`config.mk`:
```
export PLATFORM = sky130hd
export DESIGN_NAME = timed_event_scheduler_flat
export DESIGN_NICKNAME = d
export VERILOG_FILES = /design/src/hw/rtl/tes_pkg.sv /design/src/hw/rtl/tes_if.sv /design/src/hw/rtl/timed_event_scheduler.sv /design/src/hw/rtl/tes_front.sv /design/src/hw/rtl/tes_queue.sv /design/src/hw/rtl/tes_engine.sv /design/src/flat_wrapper.sv
export SDC_FILE = /design/constraint.sdc
export NUM_CORES = 2
export LEC_CHECK = 0
export BUFFER_PORTS_ARGS = -buffer_cell sky130_fd_sc_hd__buf_2
export CORE_MARGIN = 8
export CORE_UTILIZATION = 60
export CTS_BUF_LIST = sky130_fd_sc_hd__clkbuf_8
export CTS_CLUSTER_DIAMETER = 200
export CTS_CLUSTER_SIZE = 28
export DETAILED_ROUTE_END_ITERATION = 8
export PLACE_DENSITY = 0.77
export SLEW_MARGIN = 30
export SYNTH_ARGS = -nofsm -noshare
export SYNTH_HDL_FRONTEND = slang
export SYNTH_SLANG_ARGS = --single-unit
export TNS_END_PERCENT = 50
```
`constraint.sdc`:
```
create_clock -name clk_i -period 9.65 [get_ports clk_i]
set_clock_uncertainty 0.2 [all_clocks]
set_input_delay 0.4825 -clock clk_i [delete_from_list [all_inputs] [get_ports clk_i]]
set_output_delay 0.4825 -clock clk_i [all_outputs]
set_load 0.02 [all_outputs]
```
`src/hw/rtl/tes_pkg.sv`:
```
package tes_pkg;

  localparam int unsigned TIME_W      = 32;
  localparam int unsigned HANDLE_W    = 8;
  localparam int unsigned KIND_W      = 3;
  localparam int unsigned HORIZON_W   = 31;
  localparam int unsigned WINDOW_W    = 16;
  localparam int unsigned CFG_IDX_W   = 1;
  localparam int unsigned CFG_DATA_W  = 31;
  localparam int unsigned QUEUE_DEPTH = 2;

  localparam logic [HORIZON_W-1:0] HORIZON_RESET = HORIZON_W'(200000);
  localparam logic [WINDOW_W-1:0]  WINDOW_RESET  = WINDOW_W'(2000);

  typedef enum logic [CFG_IDX_W-1:0] {
    CFG_HORIZON = 1'b0,
    CFG_WINDOW  = 1'b1
  } cfg_idx_e;

  typedef enum logic {
    OP_ADD     = 1'b0,
    OP_ADVANCE = 1'b1
  } op_e;

  typedef enum logic [KIND_W-1:0] {
    KIND_FIRED      = 3'd0,
    KIND_DEADLINE   = 3'd1,
    KIND_ADDED      = 3'd2,
    KIND_NOT_FUTURE = 3'd3,
    KIND_FULL       = 3'd4
  } kind_e;

  // Classified request as it travels from the front to the engine
  typedef struct packed {
    op_e                 op;
    logic                not_future;
    logic [TIME_W-1:0]   now_time;
    logic [TIME_W-1:0]   due_time;
    logic [HANDLE_W-1:0] handle;
  } item_t;

endpackage

```
`src/hw/rtl/tes_if.sv`:
```
interface tes_req_if import tes_pkg::*; ();
  logic                valid;
  logic                ready;
  logic                cmd;
  logic [TIME_W-1:0]   now_time;
  logic [TIME_W-1:0]   due_time;
  logic [HANDLE_W-1:0] handle;

  modport source (output valid, cmd, now_time, due_time, handle, input ready);
  modport sink   (input valid, cmd, now_time, due_time, handle, output ready);
endinterface

interface tes_rsp_if import tes_pkg::*; ();
  logic                valid;
  logic                ready;
  logic [KIND_W-1:0]   kind;
  logic [HANDLE_W-1:0] handle_out;
  logic [TIME_W-1:0]   time_out;
  logic                last;

  modport source (output valid, kind, handle_out, time_out, last, input ready);
  modport sink   (input valid, kind, handle_out, time_out, last, output ready);
endinterface

```
`src/hw/rtl/timed_event_scheduler.sv`:
```
// Flow: an accepted request passes the front stage register and then the queue to the engine;
//   a reject goes from idle straight to the final state, an add first moves later entries up
//   in the shift state (ending in the place state if all of them move), and an advance first
//   scans each occupied entry. The final result is registered, and a result stall holds the
//   engine. No new request is taken before the last one has its result; one table read port.
// Reset: table and queue empty, horizon 200000, late window 2000; entries undefined.
module timed_event_scheduler import tes_pkg::*; #(
  parameter int unsigned TABLE_DEPTH = 16,
  parameter int unsigned HANDLE_BITS = 8
) (
  input  logic                  clk_i,
  input  logic                  rst_ni,
  tes_req_if.sink               req,
  tes_rsp_if.source             rsp,
  input  logic                  cfg_we_i,
  input  logic [CFG_IDX_W-1:0]  cfg_idx_i,
  input  logic [CFG_DATA_W-1:0] cfg_data_i
);

  localparam int unsigned CW = $clog2(TABLE_DEPTH + 1);

  logic [HORIZON_W-1:0] horizon_q;
  logic [WINDOW_W-1:0]  window_q;

  logic    push_valid, push_ready;
  item_t   push_item;
  logic    pop_valid, pop_ready;
  item_t   pop_item;
  logic [CW-1:0] occ_count;

  always_ff @(posedge clk_i or negedge rst_ni) begin
    if (!rst_ni) begin
      horizon_q <= HORIZON_RESET;
      window_q  <= WINDOW_RESET;
    end else if (cfg_we_i) begin
      case (cfg_idx_e'(cfg_idx_i))
        CFG_HORIZON: horizon_q <= cfg_data_i[HORIZON_W-1:0];
        CFG_WINDOW:  window_q  <= cfg_data_i[WINDOW_W-1:0];
        default: begin
          horizon_q <= horizon_q;
        end
      endcase
    end
  end

  tes_front u_front (
    .clk_i        (clk_i),
    .rst_ni       (rst_ni),
    .req          (req),
    .push_valid_o (push_valid),
    .push_ready_i (push_ready),
    .push_item_o  (push_item)
  );

  tes_queue u_queue (
    .clk_i        (clk_i),
    .rst_ni       (rst_ni),
    .push_valid_i (push_valid),
    .push_ready_o (push_ready),
    .push_item_i  (push_item),
    .pop_valid_o  (pop_valid),
    .pop_ready_i  (pop_ready),
    .pop_item_o   (pop_item)
  );

  tes_engine #(
    .TABLE_DEPTH (TABLE_DEPTH),
    .HANDLE_BITS (HANDLE_BITS)
  ) u_engine (
    .clk_i        (clk_i),
    .rst_ni       (rst_ni),
    .horizon_i    (horizon_q),
    .window_i     (window_q),
    .item_valid_i (pop_valid),
    .item_pop_o   (pop_ready),
    .item_i       (pop_item),
    .rsp          (rsp),
    .occ_count_o  (occ_count)
  );

  a_occ_bound: assert property (@(posedge clk_i) disable iff (!rst_ni)
    occ_count <= CW'(TABLE_DEPTH))
    else $error("table occupancy beyond depth");

  a_occ_step: assert property (@(posedge clk_i) disable iff (!rst_ni)
    (occ_count > $past(occ_count)) |-> (occ_count == $past(occ_count) + 1'b1))
    else $error("table grew by more than one entry");

  a_full_only_when_full: assert property (@(posedge clk_i) disable iff (!rst_ni)
    (rsp.valid && rsp.kind == KIND_FULL) |-> (occ_count == CW'(TABLE_DEPTH)))
    else $error("full rejection while table has room");

  a_deadline_last: assert property (@(posedge clk_i) disable iff (!rst_ni)
    (rsp.valid && rsp.kind == KIND_DEADLINE) |-> rsp.last)
    else $error("deadline result not marked last");

endmodule

```
`src/hw/rtl/tes_front.sv`:
```
module tes_front import tes_pkg::*; (
  input  logic      clk_i,
  input  logic      rst_ni,
  tes_req_if.sink   req,
  output logic      push_valid_o,
  input  logic      push_ready_i,
  output item_t     push_item_o
);

  logic  stage_valid_q, stage_valid_d;
  item_t stage_q;
  item_t classified;
  logic  accept;

  assign req.ready = !stage_valid_q || push_ready_i;
  assign accept    = req.valid && req.ready;

  // An add whose due time is not strictly ahead of now is rejected downstream
  always_comb begin
    classified.op         = op_e'(req.cmd);
    classified.not_future = !(req.due_time > req.now_time);
    classified.now_time   = req.now_time;
    classified.due_time   = req.due_time;
    classified.handle     = req.handle;
  end

  always_comb begin
    stage_valid_d = stage_valid_q;
    if (accept) begin
      stage_valid_d = 1'b1;
    end else if (push_ready_i) begin
      stage_valid_d = 1'b0;
    end
  end

  always_ff @(posedge clk_i or negedge rst_ni) begin
    if (!rst_ni) begin
      stage_valid_q <= 1'b0;
    end else begin
      stage_valid_q <= stage_valid_d;
    end
  end

  always_ff @(posedge clk_i) begin
    if (accept) begin
      stage_q <= classified;
    end
  end

  assign push_valid_o = stage_valid_q;
  assign push_item_o  = stage_q;

endmodule

```
`src/hw/rtl/tes_queue.sv`:
```
module tes_queue import tes_pkg::*; (
  input  logic  clk_i,
  input  logic  rst_ni,
  input  logic  push_valid_i,
  output logic  push_ready_o,
  input  item_t push_item_i,
  output logic  pop_valid_o,
  input  logic  pop_ready_i,
  output item_t pop_item_o
);

  localparam int unsigned QAW = (QUEUE_DEPTH > 1) ? $clog2(QUEUE_DEPTH) : 1;
  localparam int unsigned QLW = $clog2(QUEUE_DEPTH + 1);

  item_t          slots [QUEUE_DEPTH];
  logic [QAW-1:0] wr_ptr_q, wr_ptr_d;
  logic [QAW-1:0] rd_ptr_q, rd_ptr_d;
  logic [QLW-1:0] level_q, level_d;
  logic           do_push, do_pop;

  assign push_ready_o = (level_q != QLW'(QUEUE_DEPTH));
  assign pop_valid_o  = (level_q != '0);
  assign do_push      = push_valid_i && push_ready_o;
  assign do_pop       = pop_valid_o && pop_ready_i;
  assign pop_item_o   = slots[rd_ptr_q];

  always_comb begin
    wr_ptr_d = wr_ptr_q;
    rd_ptr_d = rd_ptr_q;
    level_d  = level_q;
    if (do_push) begin
      wr_ptr_d = (wr_ptr_q == QAW'(QUEUE_DEPTH - 1)) ? '0 : wr_ptr_q + 1'b1;
    end
    if (do_pop) begin
      rd_ptr_d = (rd_ptr_q == QAW'(QUEUE_DEPTH - 1)) ? '0 : rd_ptr_q + 1'b1;
    end
    if (do_push && !do_pop) begin
      level_d = level_q + 1'b1;
    end else if (do_pop && !do_push) begin
      level_d = level_q - 1'b1;
    end
  end

  always_ff @(posedge clk_i or negedge rst_ni) begin
    if (!rst_ni) begin
      wr_ptr_q <= '0;
      rd_ptr_q <= '0;
      level_q  <= '0;
    end else begin
      wr_ptr_q <= wr_ptr_d;
      rd_ptr_q <= rd_ptr_d;
      level_q  <= level_d;
    end
  end

  always_ff @(posedge clk_i) begin
    if (do_push) begin
      slots[wr_ptr_q] <= push_item_i;
    end
  end

endmodule

```
`src/hw/rtl/tes_engine.sv`:
```
module tes_engine import tes_pkg::*; #(
  parameter int unsigned TABLE_DEPTH = 16,
  parameter int unsigned HANDLE_BITS = 8,
  localparam int unsigned AW = $clog2(TABLE_DEPTH),
  localparam int unsigned CW = $clog2(TABLE_DEPTH + 1)
) (
  input  logic                 clk_i,
  input  logic                 rst_ni,
  input  logic [HORIZON_W-1:0] horizon_i,
  input  logic [WINDOW_W-1:0]  window_i,
  input  logic                 item_valid_i,
  output logic                 item_pop_o,
  input  item_t                item_i,
  tes_rsp_if.source            rsp,
  output logic [CW-1:0]        occ_count_o
);

  typedef enum logic [2:0] {
    ST_IDLE,
    ST_SHIFT,
    ST_PLACE,
    ST_SCAN,
    ST_FINAL
  } state_e;

  state_e state_q, state_d;
  logic [CW-1:0] cnt_q, cnt_d;
  logic [CW-1:0] idx_q, idx_d;
  logic [CW-1:0] wr_idx_q, wr_idx_d;
  logic [TIME_W-1:0] dl_q, dl_d;
  kind_e fkind_q, fkind_d;

  logic                out_valid_q, out_valid_d;
  kind_e               out_kind_q, out_kind_d;
  logic [HANDLE_W-1:0] out_hdl_q, out_hdl_d;
  logic [TIME_W-1:0]   out_time_q, out_time_d;
  logic                out_last_q, out_last_d;
  logic                out_load;

  // Event table
  logic [TIME_W-1:0]      due_mem [TABLE_DEPTH];
  logic [HANDLE_BITS-1:0] hdl_mem [TABLE_DEPTH];
  logic [TIME_W-1:0]      rd_due_q;
  logic [HANDLE_BITS-1:0] rd_hdl_q;
  logic                   mem_we, rd_en;
  logic [AW-1:0]          mem_wa, rd_a;
  logic [TIME_W-1:0]      mem_wdue;
  logic [HANDLE_BITS-1:0] mem_whdl;

  logic [CW-1:0] idx_m1, idx_m2, idx_p1, wr_idx_p1, cnt_p1;
  logic [HANDLE_BITS+HANDLE_W-1:0] hdl_in_ext;
  logic [HANDLE_BITS+HANDLE_W-1:0] hdl_out_ext;
  logic [HANDLE_BITS-1:0] new_hdl;
  logic [TIME_W-1:0] ahead, lag, dl_gap;
  logic future, fire, closer, can_emit;

  assign can_emit  = !out_valid_q || rsp.ready;
  assign idx_m1    = idx_q - 1'b1;
  assign idx_m2    = idx_q - CW'(2);
  assign idx_p1    = idx_q + 1'b1;
  assign wr_idx_p1 = wr_idx_q + 1'b1;
  assign cnt_p1    = cnt_q + 1'b1;

  assign hdl_in_ext  = {{HANDLE_BITS{1'b0}}, item_i.handle};
  assign new_hdl     = hdl_in_ext[HANDLE_BITS-1:0];
  assign hdl_out_ext = {{HANDLE_W{1'b0}}, rd_hdl_q};

  // Classify the entry in the read register against now
  assign ahead  = rd_due_q - item_i.now_time;
  assign lag    = item_i.now_time - rd_due_q;
  assign future = (ahead != '0) && !ahead[TIME_W-1];
  assign fire   = !future && (lag < {{(TIME_W-WINDOW_W){1'b0}}, window_i});
  assign dl_gap = dl_q - rd_due_q;
  assign closer = future && (dl_gap != '0) && !dl_gap[TIME_W-1];

  always_comb begin
    state_d     = state_q;
    cnt_d       = cnt_q;
    idx_d       = idx_q;
    wr_idx_d    = wr_idx_q;
    dl_d        = dl_q;
    fkind_d     = fkind_q;
    out_valid_d = out_valid_q && !rsp.ready;
    out_kind_d  = out_kind_q;
    out_hdl_d   = out_hdl_q;
    out_time_d  = out_time_q;
    out_last_d  = out_last_q;
    out_load    = 1'b0;
    mem_we      = 1'b0;
    mem_wa      = idx_q[AW-1:0];
    mem_wdue    = item_i.due_time;
    mem_whdl    = new_hdl;
    rd_en       = 1'b0;
    rd_a        = idx_m1[AW-1:0];
    item_pop_o  = 1'b0;

    case (state_q)
      ST_IDLE: begin
        if (item_valid_i) begin
          if (item_i.op == OP_ADD) begin
            if (item_i.not_future) begin
              fkind_d = KIND_NOT_FUTURE;
              state_d = ST_FINAL;
            end else if (cnt_q == CW'(TABLE_DEPTH)) begin
              fkind_d = KIND_FULL;
              state_d = ST_FINAL;
            end else if (cnt_q == '0) begin
              idx_d   = '0;
              state_d = ST_PLACE;
            end else begin
              idx_d   = cnt_q;
              rd_en   = 1'b1;
              rd_a    = cnt_q[AW-1:0] - 1'b1;
              state_d = ST_SHIFT;
            end
          end else begin
            dl_d     = item_i.now_time + {1'b0, horizon_i};
            idx_d    = '0;
            wr_idx_d = '0;
            if (cnt_q == '0) begin
              fkind_d = KIND_DEADLINE;
              state_d = ST_FINAL;
            end else begin
              rd_en   = 1'b1;
              rd_a    = '0;
              state_d = ST_SCAN;
            end
          end
        end
      end

      ST_SHIFT: begin
        // Move the later entry up one slot, or drop the new one in behind it
        mem_we = 1'b1;
        mem_wa = idx_q[AW-1:0];
        if (rd_due_q > item_i.due_time) begin
          mem_wdue = rd_due_q;
          mem_whdl = rd_hdl_q;
          idx_d    = idx_m1;
          if (idx_m1 == '0) begin
            state_d = ST_PLACE;
          end else begin
            rd_en = 1'b1;
            rd_a  = idx_m2[AW-1:0];
          end
        end else begin
          cnt_d   = cnt_p1;
          fkind_d = KIND_ADDED;
          state_d = ST_FINAL;
        end
      end

      ST_PLACE: begin
        mem_we  = 1'b1;
        mem_wa  = idx_q[AW-1:0];
        cnt_d   = cnt_p1;
        fkind_d = KIND_ADDED;
        state_d = ST_FINAL;
      end

      ST_SCAN: begin
        if (!fire || can_emit) begin
          if (fire) begin
            out_load   = 1'b1;
            out_kind_d = KIND_FIRED;
            out_hdl_d  = hdl_out_ext[HANDLE_W-1:0];
            out_time_d = rd_due_q;
            out_last_d = 1'b0;
          end else begin
            // Compact survivors toward the front
            mem_we   = 1'b1;
            mem_wa   = wr_idx_q[AW-1:0];
            mem_wdue = rd_due_q;
            mem_whdl = rd_hdl_q;
            wr_idx_d = wr_idx_p1;
            if (closer) begin
              dl_d = rd_due_q;
            end
          end
          idx_d = idx_p1;
          if (idx_p1 < cnt_q) begin
            rd_en = 1'b1;
            rd_a  = idx_p1[AW-1:0];
          end else begin
            cnt_d   = fire ? wr_idx_q : wr_idx_p1;
            fkind_d = KIND_DEADLINE;
            state_d = ST_FINAL;
          end
        end
      end

      ST_FINAL: begin
        if (can_emit) begin
          out_load   = 1'b1;
          out_kind_d = fkind_q;
          out_hdl_d  = '0;
          out_time_d = (fkind_q == KIND_DEADLINE) ? dl_q : '0;
          out_last_d = 1'b1;
          item_pop_o = 1'b1;
          state_d    = ST_IDLE;
        end
      end

      default: begin
        state_d = ST_IDLE;
      end
    endcase

    if (out_load) begin
      out_valid_d = 1'b1;
    end
  end

  always_ff @(posedge clk_i or negedge rst_ni) begin
    if (!rst_ni) begin
      state_q     <= ST_IDLE;
      cnt_q       <= '0;
      out_valid_q <= 1'b0;
    end else begin
      state_q     <= state_d;
      cnt_q       <= cnt_d;
      out_valid_q <= out_valid_d;
    end
  end

  always_ff @(posedge clk_i) begin
    idx_q      <= idx_d;
    wr_idx_q   <= wr_idx_d;
    dl_q       <= dl_d;
    fkind_q    <= fkind_d;
    out_kind_q <= out_kind_d;
    out_hdl_q  <= out_hdl_d;
    out_time_q <= out_time_d;
    out_last_q <= out_last_d;
  end

  always_ff @(posedge clk_i) begin
    if (mem_we) begin
      due_mem[mem_wa] <= mem_wdue;
      hdl_mem[mem_wa] <= mem_whdl;
    end
    if (rd_en) begin
      rd_due_q <= due_mem[rd_a];
      rd_hdl_q <= hdl_mem[rd_a];
    end
  end

  assign rsp.valid      = out_valid_q;
  assign rsp.kind       = out_kind_q;
  assign rsp.handle_out = out_hdl_q;
  assign rsp.time_out   = out_time_q;
  assign rsp.last       = out_last_q;
  assign occ_count_o    = cnt_q;

endmodule
```
`src/flat_wrapper.sv`:
```
// flat-port wrapper written by rule: the top's interface ports become plain ports
module timed_event_scheduler_flat import tes_pkg::*;
#(
  parameter int unsigned TABLE_DEPTH = 16,
  parameter int unsigned HANDLE_BITS = 8
)
  (clk_i, rst_ni, cfg_we_i, cfg_idx_i, cfg_data_i, req_valid, req_cmd, req_now_time, req_due_time, req_handle, req_ready, rsp_valid, rsp_kind, rsp_handle_out, rsp_time_out, rsp_last, rsp_ready);
  tes_req_if req_i ();
  tes_rsp_if rsp_i ();
  input  logic clk_i;
  input  logic rst_ni;
  input  logic cfg_we_i;
  input  logic [CFG_IDX_W-1:0] cfg_idx_i;
  input  logic [CFG_DATA_W-1:0] cfg_data_i;
  input wire logic [$bits(req_i.valid)-1:0] req_valid;
  input wire logic [$bits(req_i.cmd)-1:0] req_cmd;
  input wire logic [$bits(req_i.now_time)-1:0] req_now_time;
  input wire logic [$bits(req_i.due_time)-1:0] req_due_time;
  input wire logic [$bits(req_i.handle)-1:0] req_handle;
  output wire logic [$bits(req_i.ready)-1:0] req_ready;
  output wire logic [$bits(rsp_i.valid)-1:0] rsp_valid;
  output wire logic [$bits(rsp_i.kind)-1:0] rsp_kind;
  output wire logic [$bits(rsp_i.handle_out)-1:0] rsp_handle_out;
  output wire logic [$bits(rsp_i.time_out)-1:0] rsp_time_out;
  output wire logic [$bits(rsp_i.last)-1:0] rsp_last;
  input wire logic [$bits(rsp_i.ready)-1:0] rsp_ready;
  assign req_i.valid = req_valid;
  assign req_i.cmd = req_cmd;
  assign req_i.now_time = req_now_time;
  assign req_i.due_time = req_due_time;
  assign req_i.handle = req_handle;
  assign req_ready = req_i.ready;
  assign rsp_valid = rsp_i.valid;
  assign rsp_kind = rsp_i.kind;
  assign rsp_handle_out = rsp_i.handle_out;
  assign rsp_time_out = rsp_i.time_out;
  assign rsp_last = rsp_i.last;
  assign rsp_i.ready = rsp_ready;
  timed_event_scheduler #(.TABLE_DEPTH(TABLE_DEPTH), .HANDLE_BITS(HANDLE_BITS)) u_core (.clk_i(clk_i), .rst_ni(rst_ni), .req(req_i), .rsp(rsp_i), .cfg_we_i(cfg_we_i), .cfg_idx_i(cfg_idx_i), .cfg_data_i(cfg_data_i));
endmodule
```
# Word-level counts from Yosys, hierarchy flattened
# Memories as Yosys holds them, arrays and structs flattened. A register that Yosys moved wholly into a read port is not among the register bits.
# Cells that the tools add are included.
[word_totals]
in_bits = 110
mem_count = 3
ramBits = 788
ff_bits = 224
elab_cells = 224
[classes]
mux = 112
bitwise_logic = 1
eq_ne = 22
reduce_logical = 46
magnitude_cmp = 4
add_sub_neg = 14
[mem_list]
columns = ["memory", "depth", "width", "read_ports", "rd_clocked_by_memory_dff", "write_ports", "line_no", "text"]
rows = [
  ["u_core.u_engine.due_mem", 16, 32, 1, 1, 1, "tes_engine.sv:41", "logic [TIME_W-1:0] due_mem [TABLE_DEPTH];"],
  ["u_core.u_queue.slots", 2, 74, 1, 0, 1, "tes_queue.sv:15", "item_t slots [QUEUE_DEPTH];"],
  ["u_core.u_engine.hdl_mem", 16, 8, 1, 1, 1, "tes_engine.sv:42", "logic [HANDLE_BITS-1:0] hdl_mem [TABLE_DEPTH];"],
]
[ops]
columns = ["operator", "n"]
rows = [
  ["two-way mux 32 bit", 12],
  ["one-hot mux 32 bit (2 select lines)", 3],
  ["subtractor 32 bit", 3],
  ["two-way mux 5 bit", 14],
  ["greater-than comparator 32 bit", 2],
  ["nonzero test 32 bit", 2],
  ["two-way mux 3 bit", 21],
  ["two-way mux 4 bit", 13],
  ["two-way mux 8 bit", 6],
  ["adder 32 x 31 -> 32 bit", 1],
  ["< comparator 32 x 16 -> 1 bit", 1],
  ["one-hot mux 8 bit (2 select lines)", 2],
  ["one-hot mux 5 bit (3 select lines)", 2],
  ["two-way mux 1 bit", 27],
  ["inequality test 2 bit, second input constant", 10],
  ["adder 5 x 1 -> 5 bit, second input constant", 3],
  ["one-hot mux 3 bit (5 select lines)", 1],
  ["inequality test 3 bit, second input constant", 4],
  ["one-hot mux 3 bit (4 select lines)", 1],
  ["one-hot mux 4 bit (3 select lines)", 1],
  ["AND reduction 4 bit", 3],
  ["AND reduction 6 bit", 2],
  ["logical AND 1 bit", 10],
  ["logical NOT 1 bit", 10],
  ["other kinds (29)", 45],
]

# Depth between registers and ports, before layout
# An unclocked memory read counts as a cell.
[logic_depth]
ltp_word = 12
ltp_mapped = 30
depth_no_buf = 24

# Modules after synthesis
# A second synthesis with hierarchy kept.
[hier_totals]
cells_unflattened = 3708
hier_area_um2 = 51200.4
[modules_own_cells]
columns = ["module", "cells_each", "area_each_um2", "n_inst", "seq_area_each_um2"]
rows = [
  ["tes_engine", 3167, 40603.9, 1, 23317.4],
  ["tes_queue", 248, 5736.8, 1, 4544.4],
  ["tes_front", 193, 3090.5, 1, 2247.2],
  ["timed_event_scheduler", 100, 1769.2, 1, 1191.1],
]

# Worst setup path after synthesis
# OpenSTA, ideal clock, no wires.
[synth_timing]
path_kind = "register to register"
from = "reg u_core.u_queue.rd_ptr_q"
to = "reg u_core.u_engine.out_hdl_q[0], in the netlist u_core.u_engine.rsp.handle_out[0] (enable)"
slack_ns = 1.197
stages_incl_launch_ff = 26
t_arrival_ns = 7.808
setup_ns = 0.445
cell_sequence = "dfrtp_1 -> clkbuf_1 -> clkbuf_1 -> clkbuf_1 -> mux2i_1 -> inv_1 -> fa_1 -> a211oi_4 -> o21ai_1 -> a31o_2 -> a21o_1 -> xnor2_1 -> ha_1 -> a21oi_1 -> a21boi_0 -> a2111o_1 -> a221oi_1 -> o2111ai_1 -> nor4_1 -> nand4_1 -> nor4b_1 -> o2111ai_1 -> or2_2 -> clkbuf_1 -> and2_1 -> nor2_1"
[synth_via]
elab_chain_len = 10
[synth_rtl]
columns = ["element", "line_no", "text"]
rows = [
  ["from (decl)", "tes_queue.sv:17", "logic [QAW-1:0] rd_ptr_q, rd_ptr_d;"],
  ["from (signal assigned)", "tes_queue.sv:51", "rd_ptr_q <= rd_ptr_d;"],
  ["memory read (2 x 74 bit) (*)", "n/a", ""],
  ["parallel branches: the longest is 4 deep, another holds subtractor 32 bit", "n/a", ""],
  ["logical AND 1 bit (*)", "tes_engine.sv:72", "assign fire = !future && (lag < {{(TIME_W-WINDOW_W){1'b0}}, window_i});"],
  ["logical NOT 1 bit", "tes_engine.sv:162", "if (!fire || can_emit) begin"],
  ["logical OR 1 bit", "tes_engine.sv:162", ""],
  ["inequality test 2 bit (no line)", "n/a", ""],
  ["AND reduction 4 bit (no line) (*)", "n/a", ""],
  ["to (signal assigned)", "tes_engine.sv:232", "out_hdl_q <= out_hdl_d;"],
  ["to (decl)", "tes_engine.sv:35", "logic [HANDLE_W-1:0] out_hdl_q, out_hdl_d;"],
]
# Every way passes the cells marked *.
# A chain may end at the register's enable or synchronous reset.

# Worst setup path in the final report
[layout_timing]
from = "reg u_core.u_queue.rd_ptr_q"
to = "mem u_core.u_engine.due_mem[1][26], data pin"
[layout_via]
elab_chain_len = 10
[layout_rtl]
columns = ["element", "line_no", "text"]
rows = [
  ["memory read (2 x 74 bit) (*)", "n/a", ""],
  ["parallel branches: the longest is 8 deep, another holds subtractor 32 bit", "n/a", ""],
  ["one-hot mux 32 bit (2 select lines) (*)", "tes_engine.sv:97", "case (state_q)"],
  ["named net u_core.u_engine.mem_wdue[26]", "tes_engine.sv:47", "logic [TIME_W-1:0] mem_wdue;"],
  ["to (decl)", "tes_engine.sv:41", ""],
]
# Mark *: on every way through the listed nets, which the timed path passes.

==> impl_metrics.yaml <==
clock_tree:
  cts_made_buffers: 43
  root_buffer: "clkbuf_8"
  cts_tree: "built"
  clock_latency_ns: 0.75
  cts.path.max_buffers: 3
  cts_max_level: 2
  cts.clk_slew.worst_paths_ns: 0.20
  cts_sinks: 1052
  postCtsSetupRepairBufs: 0
logic_synthesis:
  ys_ff_latch: 1052
  ys_types: 89
  synth_sequential_area_ratio_pct: 61.2
  yosys.area.top_type: "edfxtp_1"
  synth_warnings: 0
  synth_cells: 3721
  synth_edf_count: 991
  synth_most_common_cell: "edfxtp_1"
  synth_top_area_share_pct: 58.2
  syn_avg_cell_area_um2: 13.7
  syn_nets: 4054
  syn_area_mm2: 0.0511
  yosys-top-cells-count: "edfxtp_1 (991), mux2i_1 (685), ha_1 (219)"
  synth_ff_type: "edfxtp_1"
  synth-async-reset-ratio_pct: 5.80
  ys_top_cells_by_area: "edfxtp_1 (58%), mux2i_1 (13%), ha_1 (5.4%), dfrtp_1 (2.4%), a21oi_1 (2.1%)"
worst_setup_path:
  cp_cell_sequence: "mux2i_1 > inv_1 > fa_1 > a211oi_4 > o21ai_1 > a31o_2 > a21o_1 > xnor2_1 > ha_1 > a21oi_1 > a21boi_0 > a2111o_1 > a221oi_1 > o2111ai_1 > nor4_1 > nand4_1 > nor4b_1 > o2111ai_1 > or2_2 > nand3_4 > buf_4 > nor2_1 > a21oi_1"
  cp-startpoint: "u_core.u_queue.rd_ptr_q$_DFFE_PN0P_"
  timing.rr.start: "u_core.u_queue.rd_ptr_q$_DFFE_PN0P_"
  worstSetupPathType: "flop to flop"
  reg2reg_slack_ns: 0.85
  rr_endpoint: "u_core.u_engine.due_mem[1][26]$_DFFE_PP_"
  reg2reg_depth: 23
  cp_max_fo: 41
  critPathRequiredTime_ns: 9.84
  worst-path-buf-inv: 2
  cp_data_arrival_time_ns: 8.99
  cp_top_family: "compound AO/OA/AOI/OAI gates"
  crit_end: "u_core.u_engine.due_mem[1][26]$_DFFE_PP_"
  critPathCaptureType: "flop"
  cp-start-kind: "flop"
  cpPeakStageDelay_ns: 0.84
  cpMaxStageDelayCell: "dfrtp_4"
  cp_num_cells: 23
place:
  place_congestion: 1.00
  portBuffers: 155
  dp_cells: 4922
  dp_hpwl_mm: 87.2
floorplanning:
  rows: 107
  start_util_pct: 60.3
  io_pins: 156
  die_h_um: 308
  core_mm2: 0.0847
  fp.dieArea_mm2: 0.0948
  die_x_um: 308
final_layout:
  fillerInstances: 6119
  fin_cells: 5100
  drive_gt1_share_pct: 11.1
  finalNetCount: 4267
  syn_to_final_growth_pct: 8.17
route:
  drc: 0
  drt-total-wl_mm: 129
  wl_per_cell_um: 25.4
  drt_iter0_drc: 2994
  vias: 31800
  vias_per_cell: 6.24
  antenna_left: 0
  dr.pass1.iters: 6
sta:
  worstMarginPinSlew_ns: 1.01
  min_period_ns: 8.80
  timing.hold.ws_ns: 0.0706
  clock.fmax_mhz: 114
  rsz0062_at_grt: "false"
  setup_violations: 0
  maxSlewViolCount: 0
  hold_violations: 0
  post-route-period-util_pct: 91.2
  setup_tns_ns: 0
  slew-limit-headroom_pct: 32.3
grt:
  grt_max_degree: 147
  grt.total_usage_pct: 26.4
  antenna_found_initial: 5
  grt_pass1_wl_mm: 191
  grt-ovfl-total: 0
  grt_pass1_vias: 31000
worst_hold_path:
  hp-class: "primary input to flop"
outcome:
  run_status: "completed"
run:
  maxCapViolations: 0
[tightest hold or removal path, cell delays in order]
cell and delay (ns):
buf_2 0.10, nor2b_4 0.21, nand2_1 0.10, o21ai_0 0.08
[per-layer routing]
layer,vias to the layer above,track usage (%),share of wire [%]
met5,-,0,0.0077
met4,2,8.74,3.5
met3,215,3.63,6.7
met2,1204,44.0,48
met1,15800,36.0,42
li1,14500,-,-
[per-stage QoR]
stage / area [um2] / worst slack (ns) / util [%]
after floorplan: 51100 / 1.20 / -
after global placement: 53300 / 1.24 / 62.8
after detailed placement: 53300 / 1.17 / 62.9
after global routing: 55300 / 0.329 / 65.2
after CTS: 55100 / 1.03 / 65.0
final: 55300 / 0.851 / 65.2
[layout by cell type, fill, tap and decap left out, types with 20 or more instances in the layout]
cell type / n
nand2_1: 147
a21o_1: 32
ha_1: 219
nor2b_1: 31
clkbuf_8: 43
inv_1: 167
nand4_1: 32
o21ai_0: 139
xor2_1: 38
a31oi_1: 20
o21a_1: 26
edfxtp_1: 991
a211oi_1: 21
mux2i_1: 684
and2_1: 20
a21oi_2: 40
xnor2_1: 47
mux2_2: 52
buf_4: 50
nor2_1: 192
dfrtp_1: 48
nor3_1: 42
a21oi_1: 178
nand3_1: 39
dlygate4sd3_1: 108
buf_2: 155
nand2b_1: 39
[state kept, by name, summed over array words and instances (netlist names), 2 cells and up]
signal                          count
u_core.u_engine.rd_due_q           32
u_core.u_front.push_item_o         74
u_core.u_engine.hdl_mem           128
u_core.u_queue.slots              148
u_core.u_engine.fkind_q             3
u_core.u_engine.rd_hdl_q            8
u_core.window_q                    16
u_core.u_engine.occ_count_o         5
u_core.u_engine.due_mem           512
u_core.u_engine.state_q             3
u_core.u_engine.wr_idx_q            5
u_core.u_engine.idx_q               5
u_core.u_engine.dl_q               32
u_core.horizon_q                   31
u_core.u_queue.level_q              2
u_core.u_engine.rsp.handle_out      8
u_core.u_engine.rsp.time_out       32
u_core.u_engine.rsp.kind            3
[what timing repair did]
| item | 4_1_cts | 5_1_grt |
|---|---|---|
| resized for setup | 0 | 0 |
| hold endpoints to repair | 172 | 0 |
| hold buffers | 108 | 0 |
| setup endpoints to repair | 0 | 0 |
[area by class of cell]
type / instances / area (um2) / share of cell area, %
Antenna cell: 6 / 15.0 / 0.0272
Clock buffer: 43 / 592 / 1.07
Multi-Input combinational cell: 2359 / 18800 / 34.1
Inverter: 154 / 578 / 1.05
Clock inverter: 18 / 98.8 / 0.179
Tap cell: 1144 / 1430 / 2.59
Sequential cell: 1052 / 31300 / 56.6
Timing Repair Buffer: 324 / 2440 / 4.41
[worst min-delay path by stage]
stage | startpoint | to | cells after the start
after global placement | u_core.u_front.push_item_o[52]$_DFFE_PP_ | u_core.u_queue.slots[0][52]$_DFFE_PP_ | 0
after detailed placement | u_core.u_front.push_item_o[35]$_DFFE_PP_ | u_core.u_queue.slots[0][35]$_DFFE_PP_ | 0
final | cfg_we_i | u_core.horizon_q[1]$_DFFE_PN0P_ | 4
after global routing | cfg_we_i | u_core.horizon_q[1]$_DFFE_PN0P_ | 4
after floorplan | rst_ni | u_core.horizon_q[0]$_DFFE_PN0P_ | 0
after CTS | cfg_we_i | u_core.horizon_q[1]$_DFFE_PN0P_ | 4
[kinds of logic (layout without fill, tap and decap cells)]
family	Yosys count	in the layout	synth area share, %
xor gates and xnor gates	85	85	1.46
and+or+nand+nor	673	673	6.46
AOI/OAI and AO/OA	640	640	8.04
buffers and inverters	310	539	2.69
DFF	1052	1052	61.2
other	0	6	0
adders and majority gates	223	223	5.52
muxes	738	738	14.6
Power is not shown: default switching activity piles up to over one toggle a cycle in this logic, so the estimate is an artifact.
